<file path="src/dift_div_step.sv">
// one registered step of a restoring divider with a sideband word
module dift_div_step #(
  parameter int unsigned RW = 64,
  parameter int unsigned QW = 64,
  parameter int unsigned SW = 8
) (
  input  logic          clk_i,
  input  logic          rst_ni,
  input  logic          valid_i,
  input  logic [RW-1:0] rem_i,
  input  logic [QW-1:0] quo_i,
  input  logic [RW-1:0] den_i,
  input  logic [SW-1:0] side_i,
  output logic          valid_o,
  output logic [RW-1:0] rem_o,
  output logic [QW-1:0] quo_o,
  output logic [RW-1:0] den_o,
  output logic [SW-1:0] side_o
);

  logic [RW:0]   shifted;
  logic [RW:0]   diff;
  logic          ge;
  logic [RW-1:0] rem_d;
  logic [QW-1:0] quo_d;
  logic          valid_q;
  logic [RW-1:0] rem_q;
  logic [QW-1:0] quo_q;
  logic [RW-1:0] den_q;
  logic [SW-1:0] side_q;

  // shift in the next numerator bit, trial subtract
  always_comb begin
    shifted = {rem_i, quo_i[QW-1]};
    diff    = shifted - {1'b0, den_i};
    ge      = (shifted >= {1'b0, den_i});
    rem_d   = ge ? diff[RW-1:0] : shifted[RW-1:0];
    quo_d   = {quo_i[QW-2:0], ge};
  end

  // valid bit
  always_ff @(posedge clk_i or negedge rst_ni) begin
    if (!rst_ni) begin
      valid_q <= 1'b0;
    end else begin
      valid_q <= valid_i;
    end
  end

  // payload
  always_ff @(posedge clk_i) begin
    rem_q  <= rem_d;
    quo_q  <= quo_d;
    den_q  <= den_i;
    side_q <= side_i;
  end

  assign valid_o = valid_q;
  assign rem_o   = rem_q;
  assign quo_o   = quo_q;
  assign den_o   = den_q;
  assign side_o  = side_q;

endmodule

</file>
<file path="config.mk">
export PLATFORM = sky130hd
export DESIGN_NAME = dift_div_step
export DESIGN_NICKNAME = d
export VERILOG_FILES = /design/src/dift_div_step.sv
export SDC_FILE = /design/constraint.sdc
export NUM_CORES = 1
export LEC_CHECK = 0
export ABC_CLOCK_PERIOD_IN_PS = 1100
export BUFFER_PORTS_ARGS = -buffer_cell sky130_fd_sc_hd__buf_4
export CAP_MARGIN = 25
export CORE_AREA = 2 2 157 159
export DETAILED_ROUTE_END_ITERATION = 8
export DIE_AREA = 0 0 159 161
export PLACE_DENSITY = 0.66
export SYNTH_ARGS = -nofsm -noshare
export SYNTH_HDL_FRONTEND = slang
export SYNTH_SLANG_ARGS = --single-unit
</file>
<file path="constraint.sdc">
create_clock -name clk_i -period 1.1 [get_ports clk_i]
set_input_delay 0.165 -clock clk_i [delete_from_list [all_inputs] [get_ports clk_i]]
set_output_delay 0.165 -clock clk_i [all_outputs]
set_load 0.005 [all_outputs]
</file>
# Yosys cells after proc, flatten, opt, wreduce, memory -nomap -nowiden
# Index checks and enable logic that the tools add are counted.
[totals]
rom_bits = 0
elab_cells = 8
output_inout_bits = 201
ramBits = 0
latchBits = 0
n_memories = 0
inputBits = 203
regBits = 201
[classes]
addsub = 1
shifts = 0
muxes = 1
order_cmp = 1
bitwise = 0
eq_ne = 0
multipliers = 0
reduce_logical = 0
div_mod_pow = 0
[ops]
columns = ["operator", "n"]
rows = [
  ["$ge A65 B64 Y1", 1],
  ["$mux W64", 1],
  ["$sub A64 B64 Y64", 1],
]

# Depth between registers and ports, before layout
# Gate-level depths: netlist (run 1).
[logic_depth]
word_depth = 2
depth_mapped = 14
mapped_depth_nobuf = 13

# Worst setup path before layout (run 1)
# No wires, ideal clock.
[synth_timing]
kind = "input to register"
from = "input port quo_i[63]"
to = "register rem_q[52], in the netlist rem_o[52]"
arrival_ps = 2752
setup_ps = 121
stages = 13
n_path_buf = 0
required_time_ps = 979
setup_slack_ps = -1773
cell_sequence = "inv_1 > ha_1 > fa_1 > nand2b_1 > a21oi_1 > nor2_2 > o311ai_1 > a311o_1 > a31o_4 > a21o_4 > a31oi_4 > xnor2_1 > mux2_4"
[synth_between]
elab_chain_cells = 2
word_cells_on_any_way = 3
cone_classes = "add/sub (1); order compare (1); mux (1)"
[synth_rtl]
columns = ["element", "line", "rtl"]
rows = [
  ["start: declaration", "11", "input logic [QW-1:0] quo_i,"],
  ["$sub A64 B64 Y64 or $ge A65 B64 Y1 (tied branches)", "35, 36", ""],
  ["$mux W64 (*)", "37", "rem_d = ge ? diff[RW-1:0] : shifted[RW-1:0];"],
  ["via rem_d[52]", "24", "logic [RW-1:0] rem_d;"],
  ["end signal: assignment", "52", "rem_q <= rem_d;"],
  ["end: declaration", "27", "logic [RW-1:0] rem_q;"],
]
# The timed path passes the listed nets; every way through them passes the cells marked *.

# Final worst setup path (run 1)
[layout_timing]
from = "input port den_i[12]"
to = "register rem_q[57], in the netlist rem_o[57]"
[layout_between]
elab_chain_cells = 2
word_cells_on_any_way = 3
cone_classes = "add/sub (1); order compare (1); mux (1)"
[layout_rtl]
columns = ["element", "line", "rtl"]
rows = [
  ["start: declaration", "12", "input logic [RW-1:0] den_i,"],
  ["$sub A64 B64 Y64 or $ge A65 B64 Y1 (tied branches)", "35, 36", ""],
  ["$mux W64 (*)", "37", ""],
  ["via rem_d[57]", "24", ""],
]
# Marks and branches as above.

==> flow_summary.toml, run 1 <==
[status]
outcome = "finished, violations left"
violations = "setup timing"

[synth]
ys.flop_type = "dfxtp_1"
synthAdderAreaFrac_pct = 9.225
synth_area_per_cell_um2 = 9.172
ys_warn_count = 0
synth_top_family_by_area = "compound AO/OA/AOI/OAI gates"
synth-simple-area-share_pct = 12.05
synthTopCellsByArea = "dfxtp_1 (45%), ha_1 (9.0%), a21oi_1 (6.9%), xnor2_1 (3.5%), nor2_1 (3.5%)"
synth_top_area_share_pct = 45.00
async_reset_ff_share_pct = 0.4975
synthMuxAreaShare_pct = 2.573
seq_area_frac_synth_pct = 45.28
synth_nets = 1238
synth_edf_count = 0
post-synth-top-count-cell = "dfxtp_1"
synth-seq-cells = 201
synth_compound_area_share_pct = 19.05
syn_inst = 970
yosysTopAreaCell = "dfxtp_1"
yosys-top-cells-count = "dfxtp_1 (200), a21oi_1 (122), nor2_1 (83), inv_1 (81), ha_1 (64)"
syn-cell-area_mm2 = 0.008897
yosysUniqueCellTypes = 65
synth_xor_area_share_pct = 6.005

[die]
die_w_um = 159
start_util_pct = 37.13
die_area_mm2 = 0.02560
core-area_mm2 = 0.02396
die_h_um = 161
pin_count = 404
placement_rows = 57

[timing]
post-route-period-util_pct = 226.4
fin_setup_tns_ns = -84.23
min_period_ns = 2.491
finalHoldViolCount = 0
finalMaxSlewViolations = 0
whs_ns = 0.01789
setup_ws_ns = -1.391
fmax_ghz = 0.4015
rsz0062_at_grt = "true"
finalSetupViolations = 166
worst_pin_slew_ns = 0.6945
slew_headroom_pct = 53.21

[grt]
grt_max_degree = 14
grt_pass1_vias = 11640
grt_use_total_pct = 32.10
grt_antenna_before_repair = 1
overflow = 0
grt_pass1_wl_mm = 65.38

[route]
wl_mm = 48.79
firstDrtPassIters = 5
avgViaCountPerCell = 5.243
wl_per_cell_um = 22.49
drc = 0
drtAntennaViolNets = 0
first_iter_violations = 722
vias = 11380

[setup_path]
required_ns = 1.53
worstPathArrival_ns = 2.92
worstSetupEndpointType = "flop"
critPathMaxFanout = 7
startpoint_type = "input pin"
crit_type = "in -> reg"

[layout]
final_area_mm2 = 0.01972
drive_above_1_share_pct = 60.63
regArea_mm2 = 0.004228
nets = 2098
syn_to_final_growth_pct = 121.7
n_fill_cell = 1259
multi_input_area_mm2 = 0.005771

[run]
maxCapViolCount = 0

[power_and_ir_drop]
power_leakage_nw = 9.090
ir_drop_v = 0.001484
power_density_mw_per_mm2 = 1335

[clocking]
cts_max_level = 1
path_clk_slew_ns = 0.06
clock-sinks = 201
cts_buffer_depth = 3
cts_tree = "yes"
cts_buffers = 22
cts_root_buf = "clkbuf_16"

[placement]
postPlaceCellArea_mm2 = 0.01460
place.port_buffers = 403
place_hpwl_mm = 26.66
gp_congestion = 0.9440

[min_path]
hold_path.class = "in -> reg"
==> flip-flops by register name, indices dropped and copies added, names as in the netlist <==
name and cells:
den_o 64, quo_o 64, rem_o 64, side_o 8, valid_o 1
==> stage by stage <==
| step | setup slack, ns | total power [mW] | util, % | instances |
|---|---|---|---|---|
| after floorplan | -1.437 | 11.76 | - | 970 |
| after global placement | -1.829 | 15.41 | 60.91 | 1887 |
| after detailed placement | -1.887 | 15.50 | 60.91 | 1887 |
| after CTS | -1.188 | 24.81 | 78.35 | 2156 |
| after global routing | -1.471 | 27.20 | 82.29 | 2169 |
| final | -1.391 | 26.33 | 82.30 | 2170 |
==> worst max-delay path, cell delays in order <==
cell and delay (ns):
buf_4 0.09, inv_1 0.05, ha_1 0.36, buf_4 0.16, o21ai_0 0.11, a21oi_1 0.27, nand2_1 0.11, o21ai_2 0.10
o2111ai_2 0.19, a21oi_2 0.28, o21ai_4 0.10, a21oi_4 0.19, buf_6 0.16, buf_12 0.12, buf_16 0.14, buf_6 0.13
nor2_4 0.04, a21oi_2 0.13
==> layout by cell type (no fill, tap or decap), drive strengths merged, types with 3 or more instances in the layout <==
master	n
a211oi	5
a21o	34
a21oi	127
a221oi	3
a31oi	5
and3	5
buf	678
clkbuf	37
dfxtp	200
dlygate4sd3	198
ha	64
inv	81
mux2	20
nand2	56
nand2b	6
nand3	15
nand4	27
nor2	84
nor2b	7
nor3	9
nor4	8
o211ai	4
o21a	3
o21ai	41
o21bai	12
o221ai	5
o22ai	3
o311ai	4
o31ai	4
or2	3
or3	6
xnor2	36
xor2	25
==> cell families after synthesis <==
kind of cell | count (synthesis)
XOR/XNOR | 61
AO/OA/AOI/OAI | 267
buffers and inverters | 125
multiplexers | 20
flip-flops | 201
AND/OR/NAND/NOR | 231
adder cells (fa/ha/maj) | 65
==> power by group <==
group	internal, mW	switching [mW]
sequential	8.26	0.453
combinational	5.61	4.25
clock	4.51	3.25
total	18.4	7.95
==> area by class of cell <==
type                       instances  share of cell area, %
clock inverter                     5                 0.2791
timing repair buffer             880                  41.58
clock buffer                      33                  3.464
antenna                            2                0.02538
multi-input combinational        644                  29.26
sequential                       201                  21.44
tap                              324                  2.055
inverter                          81                  1.897
==> per-layer routing <==
metal,vias to the layer above,routed length [µm],track usage (%),share of wire (%)
met1,5400,17010,35.05,35
met2,661,24780,59.47,51
met3,222,3592,6.112,7.4
met4,0,3417,16.16,7.0
met5,-,0,0,0
li1,5094,-,-,-
==> final timing paths <==
kind / start / to / cells after the start
max: den_i[12] / rem_o[57]$_DFF_P_ / 18
min: rem_i[53] / rem_o[54]$_DFF_P_ / 4
max in group asynchronous: rst_ni / valid_o$_DFF_PN0_ / 3
min in group asynchronous: rst_ni / valid_o$_DFF_PN0_ / 3
==> what timing repair did <==
item                                    4_1_cts  5_1_grt
hold buffers                                198        0
pin swaps                                    54       33
resized for setup                           301      275
hold endpoints to repair                    197        0
endpoints found under the setup margin      250      266
cloned                                        8        4
setup buffers                                26       13
(Power assumes the default switching activity.)
==> run 2, diff against run 1 <==
Settings changed: RECOVER_POWER from default to 50.
==> run 2 against run 1 <==
The flow still finishes with violations (setup timing). Clock power hardly changed. Global-route usage stayed put. Combinational power hardly changed. Utilization is 0.14 points lower. Critical path type unchanged. Critical endpoint is now rem_o[47]$_DFF_P_. Highest routed layer unchanged.
==> flow_summary.toml, run 2 (synthesis results as in run 1) <==
[route]
wl_mm = 48.76
drc = 0
first_iter_violations = 765
wl_per_cell_um = 22.47
drtAntennaViolNets = 0
avgViaCountPerCell = 5.217
firstDrtPassIters = 5
vias = 11320

[timing]
post-route-period-util_pct = 224.8
finalSetupViolations = 166
rsz0062_at_grt = "true"
setup_ws_ns = -1.373
finalHoldViolCount = 0
fin_setup_tns_ns = -84.03
worst_pin_slew_ns = 0.7161
min_period_ns = 2.473
finalMaxSlewViolations = 0
slew_headroom_pct = 51.75
fmax_ghz = 0.4044

[grt]
grt_use_total_pct = 32.10
grt_max_degree = 14
overflow = 0
grt_antenna_before_repair = 1
grt_pass1_wl_mm = 65.38
grt_pass1_vias = 11640

[min_path]
hp-start = "rem_i[53]"
hold_path.class = "in -> reg"
whs_path_depth = 4

[layout]
drive_above_1_share_pct = 60.14
layout.cells.most_common = "buf_4"
syn_to_final_growth_pct = 121.3
final_area_mm2 = 0.01969
layout_common_cells = "buf_4 (403), dlygate4sd3_1 (198), buf_6 (191)"
final_core_util_pct = 82.16
nets = 2098
fin_cells = 2170

[setup_path]
worstSetupEndpointType = "flop"
startpoint_type = "input pin"
crit_type = "in -> reg"
critPathLaunch = "den_i[4]"
cp_slowest_cell = "or3_1"
slowest_delay_ns = 0.39
required_ns = 1.49
worstPathArrival_ns = 2.86
critPathMaxFanout = 7
cpMostUsedCell = "buf_4"
cp_cell_sequence = "buf_4, inv_2, ha_4, a21oi_1, nand2_1, buf_4, o211ai_1, a21o_1, a211oi_4, buf_4, or3_1, xor2_1, mux2_4"

[power_and_ir_drop]
pwr-share-seq_pct = 33.1
power_frac_clock_pct = 29.5
ir_drop_v = 0.001479
p_sw_share_pct = 30.21
combPwrFrac_pct = 37.4
power_density_mw_per_mm2 = 1336
internal_power_mw = 18.36
p_switching_mw = 7.944
power_leakage_nw = 9.048

[die]
placement_rows = 57
core-area_mm2 = 0.02396
pin_count = 404
die_h_um = 161
die_w_um = 159
die_area_mm2 = 0.02560
start_util_pct = 37.13

[status]
violations = "setup timing"
outcome = "finished, violations left"

[clocking]
cts_tree = "yes"
cts_buffer_depth = 3
clock-sinks = 201
cts_buffers = 22
path_clk_slew_ns = 0.06
cts_root_buf = "clkbuf_16"
cts_max_level = 1

[placement]
place.port_buffers = 403
postPlaceCellArea_mm2 = 0.01460
dp.cells = 1887
place_hpwl_mm = 26.66
gp_congestion = 0.9440

[run]
maxCapViolCount = 0
[run 2: changes by cell type in the layout (fill, tap and decap cells not counted)]
cell / before / now
buf_4: 460 / 403
clkbuf_1: 3 / 12
clkbuf_4: 0 / 48
[run 2: final cells by class]
type / instances / area [µm²]
Timing Repair Buffer: 880 / 8168
Multi-Input combinational cell: 644 / 5771
Fill cell: 1275 / 4274
Sequential cell: 201 / 4228
Clock buffer: 33 / 683.2
Tap cell: 324 / 405.4
Inverter: 81 / 374.1
Clock inverter: 5 / 55.05
Antenna cell: 2 / 5.005
[run 2: repair_timing]
item	CTS	global route
hold endpoints to repair	197	0
hold buffers	198	0
endpoints found under the setup margin	250	266
gates resized for setup	301	275
gates cloned	8	4
setup buffers	26	13
pin swaps	54	33
[run 2: final timing paths]
path | endpoint
min | rem_o[54]$_DFF_P_
max in group asynchronous | valid_o$_DFF_PN0_
max | rem_o[47]$_DFF_P_
min in group asynchronous | valid_o$_DFF_PN0_
[run 2: critical path: cells and delay by family]
| family | cells | cell delay [ns] |
|---|---|---|
| mux | 1 | 0.27 |
| fa+ha+maj | 1 | 0.23 |
| simple gates | 2 | 0.53 |
| xor+xnor | 1 | 0.17 |
| buf+inv | 4 | 0.51 |
| compound gates | 4 | 0.97 |
[run 2: power by group through the flow]
stage,sequential [mW],combinational [mW],clock [mW]
3_5_place_dp,8.50,6.99,0
3_3_place_gp,8.49,6.92,0
4_1_cts,8.49,8.72,7.60
6_report,8.71,9.83,7.76
5_1_grt,8.75,10.3,8.13
2_1_floorplan,8.60,3.17,0
[run 2: stage by stage]
step | hold slack [ns] | worst slack (ns) | total power, mW
6_report | 0.01028 | -1.373 | 26.30
5_1_grt | 0.03700 | -1.471 | 27.17
4_1_cts | 0.003678 | -1.188 | 24.81
3_5_place_dp | -0.05264 | -1.887 | 15.50
3_3_place_gp | -0.05975 | -1.829 | 15.41
2_1_floorplan | -0.1306 | -1.437 | 11.76
[run 2: routing by layer]
layer	wire [µm]	global-route usage [%]
met4	3367	16.16
met3	3486	6.112
met5	0	0
met1	17110	35.05
met2	24800	59.47
